--- config.mk ---
export PLATFORM = sky130hd
export DESIGN_NAME = deque_with_search
export DESIGN_NICKNAME = d
export VERILOG_FILES = /design/src/sv/dqs_pkg.sv /design/src/sv/dqs_front.sv /design/src/sv/dqs_back.sv /design/src/sv/deque_with_search.sv
export SDC_FILE = /design/constraint.sdc
export NUM_CORES = 1
export LEC_CHECK = 0
export BUFFER_PORTS_ARGS = -buffer_cell sky130_fd_sc_hd__buf_4
export CAP_MARGIN = 20
export CORE_MARGIN = 3
export CORE_UTILIZATION = 35
export CTS_CLUSTER_SIZE = 12
export DETAILED_ROUTE_END_ITERATION = 7
export GPL_ROUTABILITY_DRIVEN = 0
export GPL_TIMING_DRIVEN = 0
export PLACE_DENSITY = 0.53
export SLEW_MARGIN = 20
export SYNTH_ARGS = -nofsm -noshare
export SYNTH_HDL_FRONTEND = slang
export SYNTH_SLANG_ARGS = --single-unit
--- constraint.sdc ---
create_clock -name aclk -period 4 [get_ports aclk]
set_clock_uncertainty 0.15 [all_clocks]
set_input_delay 0.8 -clock aclk [delete_from_list [all_inputs] [get_ports aclk]]
set_output_delay 0.8 -clock aclk [all_outputs]
set_load 0.005 [all_outputs]
--- src/sv/dqs_pkg.sv ---
// Shared types and constants for the deque-with-search block.
// No dependencies; used by dqs_front, dqs_back and deque_with_search.
package dqs_pkg;

    localparam int DATA_W        = 32;
    localparam int OPCODE_W      = 3;
    localparam int STATUS_W      = 2;
    localparam int POS_W         = 4;
    localparam int DEPTH_DEFAULT = 16;

    localparam int QUEUE_DEPTH = 2;
    localparam int QUEUE_AW    = $clog2(QUEUE_DEPTH);
    localparam int QUEUE_CW    = $clog2(QUEUE_DEPTH + 1);

    localparam logic [OPCODE_W-1:0] OPC_PUSH_FRONT = 3'd0;
    localparam logic [OPCODE_W-1:0] OPC_PUSH_BACK  = 3'd1;
    localparam logic [OPCODE_W-1:0] OPC_SEARCH     = 3'd2;
    localparam logic [OPCODE_W-1:0] OPC_POP_FRONT  = 3'd3;
    localparam logic [OPCODE_W-1:0] OPC_LIST       = 3'd4;

    typedef enum logic [2:0] {
        CMD_PUSH_FRONT,
        CMD_PUSH_BACK,
        CMD_SEARCH,
        CMD_POP_FRONT,
        CMD_LIST
    } cmd_op_t;

    typedef enum logic [STATUS_W-1:0] {
        ST_OK       = 2'd0,
        ST_EMPTY    = 2'd1,
        ST_FULL     = 2'd2,
        ST_NOTFOUND = 2'd3
    } status_t;

    typedef enum logic [1:0] {
        BK_IDLE,
        BK_POP,
        BK_WALK
    } back_state_t;

    typedef struct packed {
        cmd_op_t                  op;
        logic signed [DATA_W-1:0] value;
    } cmd_t;

endpackage

--- src/sv/dqs_front.sv ---
// Input side: accepts requests, decodes the opcode, drops unused codes and
// queues commands for the execution side. Depends on dqs_pkg.
module dqs_front (
    input  logic                                 aclk,
    input  logic                                 aresetn,
    input  logic                                 s_valid,
    output logic                                 s_ready,
    input  logic [dqs_pkg::OPCODE_W-1:0]         s_opcode,
    input  logic signed [dqs_pkg::DATA_W-1:0]    s_value,
    output logic                                 cmd_valid,
    input  logic                                 cmd_ready,
    output dqs_pkg::cmd_t                        cmd
);

    dqs_pkg::cmd_t                   q_mem [dqs_pkg::QUEUE_DEPTH];
    logic [dqs_pkg::QUEUE_AW-1:0]    wr_ptr_reg, wr_ptr_next;
    logic [dqs_pkg::QUEUE_AW-1:0]    rd_ptr_reg, rd_ptr_next;
    logic [dqs_pkg::QUEUE_CW-1:0]    q_count_reg, q_count_next;
    logic                            op_ok;
    dqs_pkg::cmd_op_t                op_dec;
    logic                            push, pop;

    always_comb begin
        op_ok  = 1'b1;
        op_dec = dqs_pkg::CMD_PUSH_FRONT;
        unique case (s_opcode)
            dqs_pkg::OPC_PUSH_FRONT: op_dec = dqs_pkg::CMD_PUSH_FRONT;
            dqs_pkg::OPC_PUSH_BACK:  op_dec = dqs_pkg::CMD_PUSH_BACK;
            dqs_pkg::OPC_SEARCH:     op_dec = dqs_pkg::CMD_SEARCH;
            dqs_pkg::OPC_POP_FRONT:  op_dec = dqs_pkg::CMD_POP_FRONT;
            dqs_pkg::OPC_LIST:       op_dec = dqs_pkg::CMD_LIST;
            default:                 op_ok  = 1'b0;
        endcase
    end

    assign s_ready   = (q_count_reg != dqs_pkg::QUEUE_CW'(dqs_pkg::QUEUE_DEPTH));
    assign cmd_valid = (q_count_reg != '0);
    assign cmd       = q_mem[rd_ptr_reg];
    assign push      = s_valid && s_ready && op_ok;
    assign pop       = cmd_valid && cmd_ready;

    always_comb begin
        wr_ptr_next  = wr_ptr_reg;
        rd_ptr_next  = rd_ptr_reg;
        q_count_next = q_count_reg;
        if (push) begin
            wr_ptr_next = (wr_ptr_reg == dqs_pkg::QUEUE_AW'(dqs_pkg::QUEUE_DEPTH - 1)) ?
                          '0 : wr_ptr_reg + 1'b1;
        end
        if (pop) begin
            rd_ptr_next = (rd_ptr_reg == dqs_pkg::QUEUE_AW'(dqs_pkg::QUEUE_DEPTH - 1)) ?
                          '0 : rd_ptr_reg + 1'b1;
        end
        case ({push, pop})
            2'b10:   q_count_next = q_count_reg + 1'b1;
            2'b01:   q_count_next = q_count_reg - 1'b1;
            default: q_count_next = q_count_reg;
        endcase
    end

    always_ff @(posedge aclk) begin
        if (!aresetn) begin
            wr_ptr_reg  <= '0;
            rd_ptr_reg  <= '0;
            q_count_reg <= '0;
        end else begin
            wr_ptr_reg  <= wr_ptr_next;
            rd_ptr_reg  <= rd_ptr_next;
            q_count_reg <= q_count_next;
        end
    end

    always_ff @(posedge aclk) begin
        if (push) begin
            q_mem[wr_ptr_reg] <= '{op: op_dec, value: s_value};
        end
    end

    a_queue_bound: assert property (@(posedge aclk) disable iff (!aresetn)
        q_count_reg <= dqs_pkg::QUEUE_CW'(dqs_pkg::QUEUE_DEPTH))
        else $error("command queue count out of range");

endmodule

--- src/sv/dqs_back.sv ---
// Execution side: ring store, front index and entry count, the command
// sequencer and the result register. Depends on dqs_pkg.
module dqs_back #(
    parameter int DEPTH = dqs_pkg::DEPTH_DEFAULT
) (
    input  logic                                 aclk,
    input  logic                                 aresetn,
    input  logic                                 cmd_valid,
    output logic                                 cmd_ready,
    input  dqs_pkg::cmd_t                        cmd,
    output logic                                 m_valid,
    input  logic                                 m_ready,
    output logic [dqs_pkg::STATUS_W-1:0]         m_status,
    output logic signed [dqs_pkg::DATA_W-1:0]    m_data,
    output logic [dqs_pkg::POS_W-1:0]            m_position,
    output logic                                 m_last
);

    localparam int AW = (DEPTH > 1) ? $clog2(DEPTH) : 1;
    localparam int CW = $clog2(DEPTH + 1);
    localparam int SW = CW + 1;
    localparam logic [CW-1:0] FULL_C = CW'(DEPTH);

    function automatic logic [AW-1:0] slot(input logic [AW-1:0] base,
                                           input logic [CW-1:0] off);
        logic [SW-1:0] sum;
        sum = SW'(base) + SW'(off);
        if (sum >= SW'(DEPTH)) begin
            sum = sum - SW'(DEPTH);
        end
        return AW'(sum);
    endfunction

    logic signed [dqs_pkg::DATA_W-1:0] store_mem [DEPTH];
    logic signed [dqs_pkg::DATA_W-1:0] rd_data_reg;

    dqs_pkg::back_state_t              state_reg, state_next;
    logic [AW-1:0]                     front_reg, front_next;
    logic [CW-1:0]                     count_reg, count_next;
    logic [CW-1:0]                     cur_reg, cur_next;
    logic                              search_reg, search_next;
    logic signed [dqs_pkg::DATA_W-1:0] key_reg, key_next;

    logic                              m_valid_reg, m_valid_next;
    dqs_pkg::status_t                  m_status_reg, m_status_next;
    logic signed [dqs_pkg::DATA_W-1:0] m_data_reg, m_data_next;
    logic [dqs_pkg::POS_W-1:0]         m_position_reg, m_position_next;
    logic                              m_last_reg, m_last_next;

    logic                              out_free;
    logic                              emit;
    logic                              wr_en;
    logic [AW-1:0]                     wr_addr;
    logic [CW-1:0]                     rd_off;
    logic [AW-1:0]                     rd_addr;
    logic [AW-1:0]                     front_dec;
    logic [CW-1:0]                     cur_inc;
    logic                              at_end;
    logic                              is_full, is_empty;

    assign out_free  = !m_valid_reg || m_ready;
    assign front_dec = (front_reg == '0) ? AW'(DEPTH - 1) : front_reg - 1'b1;
    assign cur_inc   = cur_reg + 1'b1;
    assign at_end    = (cur_inc == count_reg);
    assign is_full   = (count_reg == FULL_C);
    assign is_empty  = (count_reg == '0);
    assign rd_addr   = slot(front_reg, rd_off);

    always_comb begin
        state_next      = state_reg;
        front_next      = front_reg;
        count_next      = count_reg;
        cur_next        = cur_reg;
        search_next     = search_reg;
        key_next        = key_reg;
        cmd_ready       = 1'b0;
        wr_en           = 1'b0;
        wr_addr         = front_dec;
        rd_off          = '0;
        emit            = 1'b0;
        m_status_next   = dqs_pkg::ST_OK;
        m_data_next     = '0;
        m_position_next = '0;
        m_last_next     = 1'b1;

        unique case (state_reg)
            dqs_pkg::BK_IDLE: begin
                if (cmd_valid && out_free) begin
                    cmd_ready = 1'b1;
                    cur_next  = '0;
                    key_next  = cmd.value;
                    case (cmd.op)
                        dqs_pkg::CMD_PUSH_FRONT: begin
                            emit = 1'b1;
                            if (is_full) begin
                                m_status_next = dqs_pkg::ST_FULL;
                            end else begin
                                wr_en      = 1'b1;
                                wr_addr    = front_dec;
                                front_next = front_dec;
                                count_next = count_reg + 1'b1;
                            end
                        end
                        dqs_pkg::CMD_PUSH_BACK: begin
                            emit = 1'b1;
                            if (is_full) begin
                                m_status_next = dqs_pkg::ST_FULL;
                            end else begin
                                wr_en      = 1'b1;
                                wr_addr    = slot(front_reg, count_reg);
                                count_next = count_reg + 1'b1;
                            end
                        end
                        dqs_pkg::CMD_POP_FRONT: begin
                            if (is_empty) begin
                                emit          = 1'b1;
                                m_status_next = dqs_pkg::ST_EMPTY;
                            end else begin
                                state_next = dqs_pkg::BK_POP;
                            end
                        end
                        dqs_pkg::CMD_SEARCH: begin
                            search_next = 1'b1;
                            if (is_empty) begin
                                emit          = 1'b1;
                                m_status_next = dqs_pkg::ST_NOTFOUND;
                            end else begin
                                state_next = dqs_pkg::BK_WALK;
                            end
                        end
                        dqs_pkg::CMD_LIST: begin
                            search_next = 1'b0;
                            if (is_empty) begin
                                emit          = 1'b1;
                                m_status_next = dqs_pkg::ST_EMPTY;
                            end else begin
                                state_next = dqs_pkg::BK_WALK;
                            end
                        end
                        default: cmd_ready = 1'b1;
                    endcase
                end
            end
            dqs_pkg::BK_POP: begin
                if (out_free) begin
                    emit        = 1'b1;
                    m_data_next = rd_data_reg;
                    front_next  = slot(front_reg, CW'(1));
                    count_next  = count_reg - 1'b1;
                    state_next  = dqs_pkg::BK_IDLE;
                end
            end
            dqs_pkg::BK_WALK: begin
                rd_off = cur_reg;
                if (out_free) begin
                    rd_off   = cur_inc;
                    cur_next = cur_inc;
                    if (search_reg) begin
                        if (rd_data_reg == key_reg) begin
                            emit            = 1'b1;
                            m_data_next     = rd_data_reg;
                            m_position_next = dqs_pkg::POS_W'(cur_reg);
                            state_next      = dqs_pkg::BK_IDLE;
                        end else if (at_end) begin
                            emit          = 1'b1;
                            m_status_next = dqs_pkg::ST_NOTFOUND;
                            state_next    = dqs_pkg::BK_IDLE;
                        end
                    end else begin
                        emit            = 1'b1;
                        m_data_next     = rd_data_reg;
                        m_position_next = dqs_pkg::POS_W'(cur_reg);
                        m_last_next     = at_end;
                        if (at_end) begin
                            state_next = dqs_pkg::BK_IDLE;
                        end
                    end
                end
            end
            default: state_next = dqs_pkg::BK_IDLE;
        endcase

        m_valid_next = emit ? 1'b1 : (m_ready ? 1'b0 : m_valid_reg);
    end

    always_ff @(posedge aclk) begin
        if (!aresetn) begin
            state_reg   <= dqs_pkg::BK_IDLE;
            front_reg   <= '0;
            count_reg   <= '0;
            cur_reg     <= '0;
            search_reg  <= 1'b0;
            m_valid_reg <= 1'b0;
        end else begin
            state_reg   <= state_next;
            front_reg   <= front_next;
            count_reg   <= count_next;
            cur_reg     <= cur_next;
            search_reg  <= search_next;
            m_valid_reg <= m_valid_next;
        end
    end

    always_ff @(posedge aclk) begin
        key_reg <= key_next;
        if (emit) begin
            m_status_reg   <= m_status_next;
            m_data_reg     <= m_data_next;
            m_position_reg <= m_position_next;
            m_last_reg     <= m_last_next;
        end
    end

    always_ff @(posedge aclk) begin
        if (wr_en) begin
            store_mem[wr_addr] <= cmd.value;
        end
        rd_data_reg <= store_mem[rd_addr];
    end

    assign m_valid    = m_valid_reg;
    assign m_status   = m_status_reg;
    assign m_data     = m_data_reg;
    assign m_position = m_position_reg;
    assign m_last     = m_last_reg;

    a_count_bound: assert property (@(posedge aclk) disable iff (!aresetn)
        count_reg <= FULL_C)
        else $error("entry count above depth");

    a_walk_in_range: assert property (@(posedge aclk) disable iff (!aresetn)
        state_reg == dqs_pkg::BK_WALK |-> cur_reg < count_reg)
        else $error("walk offset beyond stored entries");

    a_walk_holds_count: assert property (@(posedge aclk) disable iff (!aresetn)
        state_reg == dqs_pkg::BK_WALK |=> $stable(count_reg) && $stable(front_reg))
        else $error("store changed during walk");

    a_pop_not_empty: assert property (@(posedge aclk) disable iff (!aresetn)
        state_reg == dqs_pkg::BK_POP |-> count_reg != '0)
        else $error("pop sequenced on empty store");

endmodule

--- src/sv/deque_with_search.sv ---
// A push, pop or empty/full response passes the command queue, then the result register;
// a pop also passes the BK_POP state and the store read register; search and list
// walk the ring store one entry per cycle while the output is free.
// The execution side takes one command at a time: one push or empty/full response per cycle
// while the output is free; a pop or walk holds later commands; 2-entry command queue.
// Reset (aresetn low, synchronous) empties the deque; store contents are not cleared.
module deque_with_search #(
    parameter int DEPTH = dqs_pkg::DEPTH_DEFAULT
) (
    input  logic                                 aclk,
    input  logic                                 aresetn,
    input  logic                                 s_valid,
    output logic                                 s_ready,
    input  logic [dqs_pkg::OPCODE_W-1:0]         s_opcode,
    input  logic signed [dqs_pkg::DATA_W-1:0]    s_value,
    output logic                                 m_valid,
    input  logic                                 m_ready,
    output logic [dqs_pkg::STATUS_W-1:0]         m_status,
    output logic signed [dqs_pkg::DATA_W-1:0]    m_data,
    output logic [dqs_pkg::POS_W-1:0]            m_position,
    output logic                                 m_last
);

    logic          cmd_valid;
    logic          cmd_ready;
    dqs_pkg::cmd_t cmd;

    dqs_front u_front (
        .aclk      (aclk),
        .aresetn   (aresetn),
        .s_valid   (s_valid),
        .s_ready   (s_ready),
        .s_opcode  (s_opcode),
        .s_value   (s_value),
        .cmd_valid (cmd_valid),
        .cmd_ready (cmd_ready),
        .cmd       (cmd)
    );

    dqs_back #(
        .DEPTH (DEPTH)
    ) u_back (
        .aclk       (aclk),
        .aresetn    (aresetn),
        .cmd_valid  (cmd_valid),
        .cmd_ready  (cmd_ready),
        .cmd        (cmd),
        .m_valid    (m_valid),
        .m_ready    (m_ready),
        .m_status   (m_status),
        .m_data     (m_data),
        .m_position (m_position),
        .m_last     (m_last)
    );

endmodule
==> out/metrics.yaml <==
nets: 1568
crit_path_end_kind: "flop"
syn_avg_cell_area_sq_um: 20.8
pwr-share-clk: 0.337
synth_area_leaders: "edfxtp_1 (72%), mux4_2 (13%), dfxtp_1 (4.0%)"
first_iter_violations: 1209
syn-num-nets: 1368
holdWs_ns: 0.225
ys_types: 63
hp-class: "primary input to flop"
met1Wirelength_um: 28400
yosysMostFrequentCell: "edfxtp_1"
die_w_um: 285
tightest_slew_ns: 1.03
antenna_found_initial: 0
dpl_cell_area_sq_mm: 0.0303
clk_pin_slew_ns: 0.06
ir_drop_mv: 0.312
dp_cells: 2457
pwr-share-comb: 0.192
tritoncts: "yes"
hpwlAfterDp_um: 43800
crit_start: "m_ready"
fillers: 6716
area_delta_synth_final_pct: 20.4
cp.required_ns: 4.34
coreArea_sq_mm: 0.0766
sw_frac_of_total: 0.266
die_area_sq_mm: 0.0813
top_register: "u_back.store_mem"
grt_pass1_wl_um: 96100
drt_pass1_iterations: 5
finalSetupTns_ns: 0
slew_viol_final: 0
path_max_fanout: 10
internal-power_mw: 14.8
utilization: 0.429
drive_above_1_share: 0.318
arrival_ns: 4.20
fmax_mhz: 259
finalWirelength_um: 65900
synth_ff_type: "edfxtp_1"
syn_area_sq_mm: 0.0273
hold_buffers: 0
crit_type: "primary input to flop"
syn_inst: 1308
power_density_mw_per_mm2: 616
slew_headroom: 0.313
finalCritPeriodShare: 0.967
startpoint_type: "primary input"
io_pins: 80
largest_reg_flops: 512
cts_max_level: 3
layout.cells.non_filler: 2602
hold_violations: 0
p_sw_mw: 5.38
vias_per_cell: 5.09
rows: 101
cap_viol_max_count: 0
rsz0062_at_grt: "no"
cts_sinks: 708
clk_latency_ns: 0.61
top_layer: "met4"
clock-root-buffer: "clkbuf_16"
seqCellArea_sq_mm: 0.0207
yosys_register_bits: 708
synth_top_area_frac: 0.719
remaining_drc_errors: 0
ant_nets: 0
portBuffers: 79
status: "complete, no violations"
wl_met3_um: 3640
ys_top_cells_by_count: "edfxtp_1 (653), mux4_2 (160), nor2_1 (75), dfxtp_1 (55), nand2_1 (53)"
grt_pass1_vias: 14000
pwr-share-seq: 0.471
synth_edf_count: 653
route.met2.wl_um: 32400
grt-ovfl-total: 0
numCtsBuffers: 78
die_h_um: 285
synthArstFlopShare: 0
start_util: 0.356
routedWlPerCell_um: 25.3
hp-start: "s_value[2]"
ys_seq_area_frac: 0.760
setup-violations-final: 0
reg2reg_from: "u_back.m_valid"
design_area_sq_mm: 0.0328
grt_use_total: 0.164
grt_max_degree: 33
multiInputGateArea_sq_mm: 0.00642
power_leakage_nw: 10.6
cts.path.max_buffers: 3
vias: 13300
yosysWarnings: 0
fin_crit_ns: 3.87
top_regs: "u_back.store_mem: 512 flops, u_front.q_mem: 70 flops"
yosysTopAreaCell: "edfxtp_1"
path summary, 6_finish.rpt:
kind                             to  slack (ns)  depth (start not counted)
max          u_back.rd_data_reg[17]        0.13                         12
min             u_front.q_mem[0][2]        0.22                          1
max reg2reg  u_back.rd_data_reg[17]        0.18                         11
min reg2reg  u_front.q_count_reg[1]        0.35                          2
logic make-up (layout without fill, tap and decap cells):
group,Yosys count,count (layout),share of synthesized area
flip-flops,708,708,0.760
multiplexers,202,202,0.150
AND/OR/NAND/NOR,191,191,0.0335
buffers and inverters,67,330,0.0117
AO/OA/AOI/OAI,65,65,0.0174
XOR/XNOR,54,54,0.0176
adder cells (fa/ha/maj),21,21,0.0105
other,0,1,0
final cells by class:
type	count	area share
sequential	708	0.631
multi-input combinational	533	0.196
clock buffer	114	0.0658
timing repair buffer	120	0.0488
tap	1030	0.0393
buffer	54	0.0101
clock inverter	29	0.00801
inverter	13	0.00149
antenna	1	0.0000762
routing by layer:
layer / GRT usage / vias up
met5: 0 / -
met4: 0.0482 / 0
met3: 0.0293 / 94
met2: 0.270 / 384
met1: 0.223 / 7042
li1: - / 5734
power groups by stage:
stage / clock [mW] / combinational, mW / sequential (mW)
global route: 7.29 / 4.17 / 9.57
CTS: 6.98 / 3.97 / 9.52
finish: 6.82 / 3.87 / 9.52
detailed placement: 0 / 3.92 / 9.67
floorplan: 0 / 2.18 / 9.62
global placement: 0 / 3.52 / 9.72
placed cells by master, fill, tap and decap left out, types with 7 or more instances in the layout:
cell       instances
edfxtp_1         653
xnor2_1           46
clkinv_1           9
a21oi_1           16
nor2_4            19
buf_4             83
clkbuf_16         80
clkinv_2          10
buf_2             18
nor2_1            57
o21ai_0           14
inv_1             13
nor2b_1            8
and3_1             7
clkbuf_4          14
mux2_2            34
nand4_1            9
nand2_1           53
ha_1              18
mux4_2           160
buf_16            28
dfxtp_1           55
buf_12            10
clkbuf_1          42
per-stage QoR:
| step | setup slack (ns) | power [mW] |
|---|---|---|
| 2_1_floorplan | -0.0977 | 11.8 |
| 3_3_place_gp | -2.29 | 13.2 |
| 3_5_place_dp | -1.51 | 13.6 |
| 4_1_cts | 0.00513 | 20.5 |
| 5_1_grt | 0.0281 | 21.0 |
| 6_report | 0.134 | 20.2 |
critical path, cell delays in order:
cell	delay, ns
buf_4	0.11
nand2b_1	0.29
clkbuf_2	0.29
and2_1	0.21
nor3_2	0.20
ha_1	0.21
inv_1	0.05
fa_1	0.51
clkbuf_4	0.29
clkbuf_2	0.33
mux4_2	0.41
mux4_2	0.47
repair_timing:
action | CTS | global route
setup endpoints to repair | 75 | 32
pin swaps | 1 | 0
hold endpoints to repair | 0 | 0
buffers inserted | 1 | 0
resized for setup | 24 | 4
(Power assumes the default switching activity.)
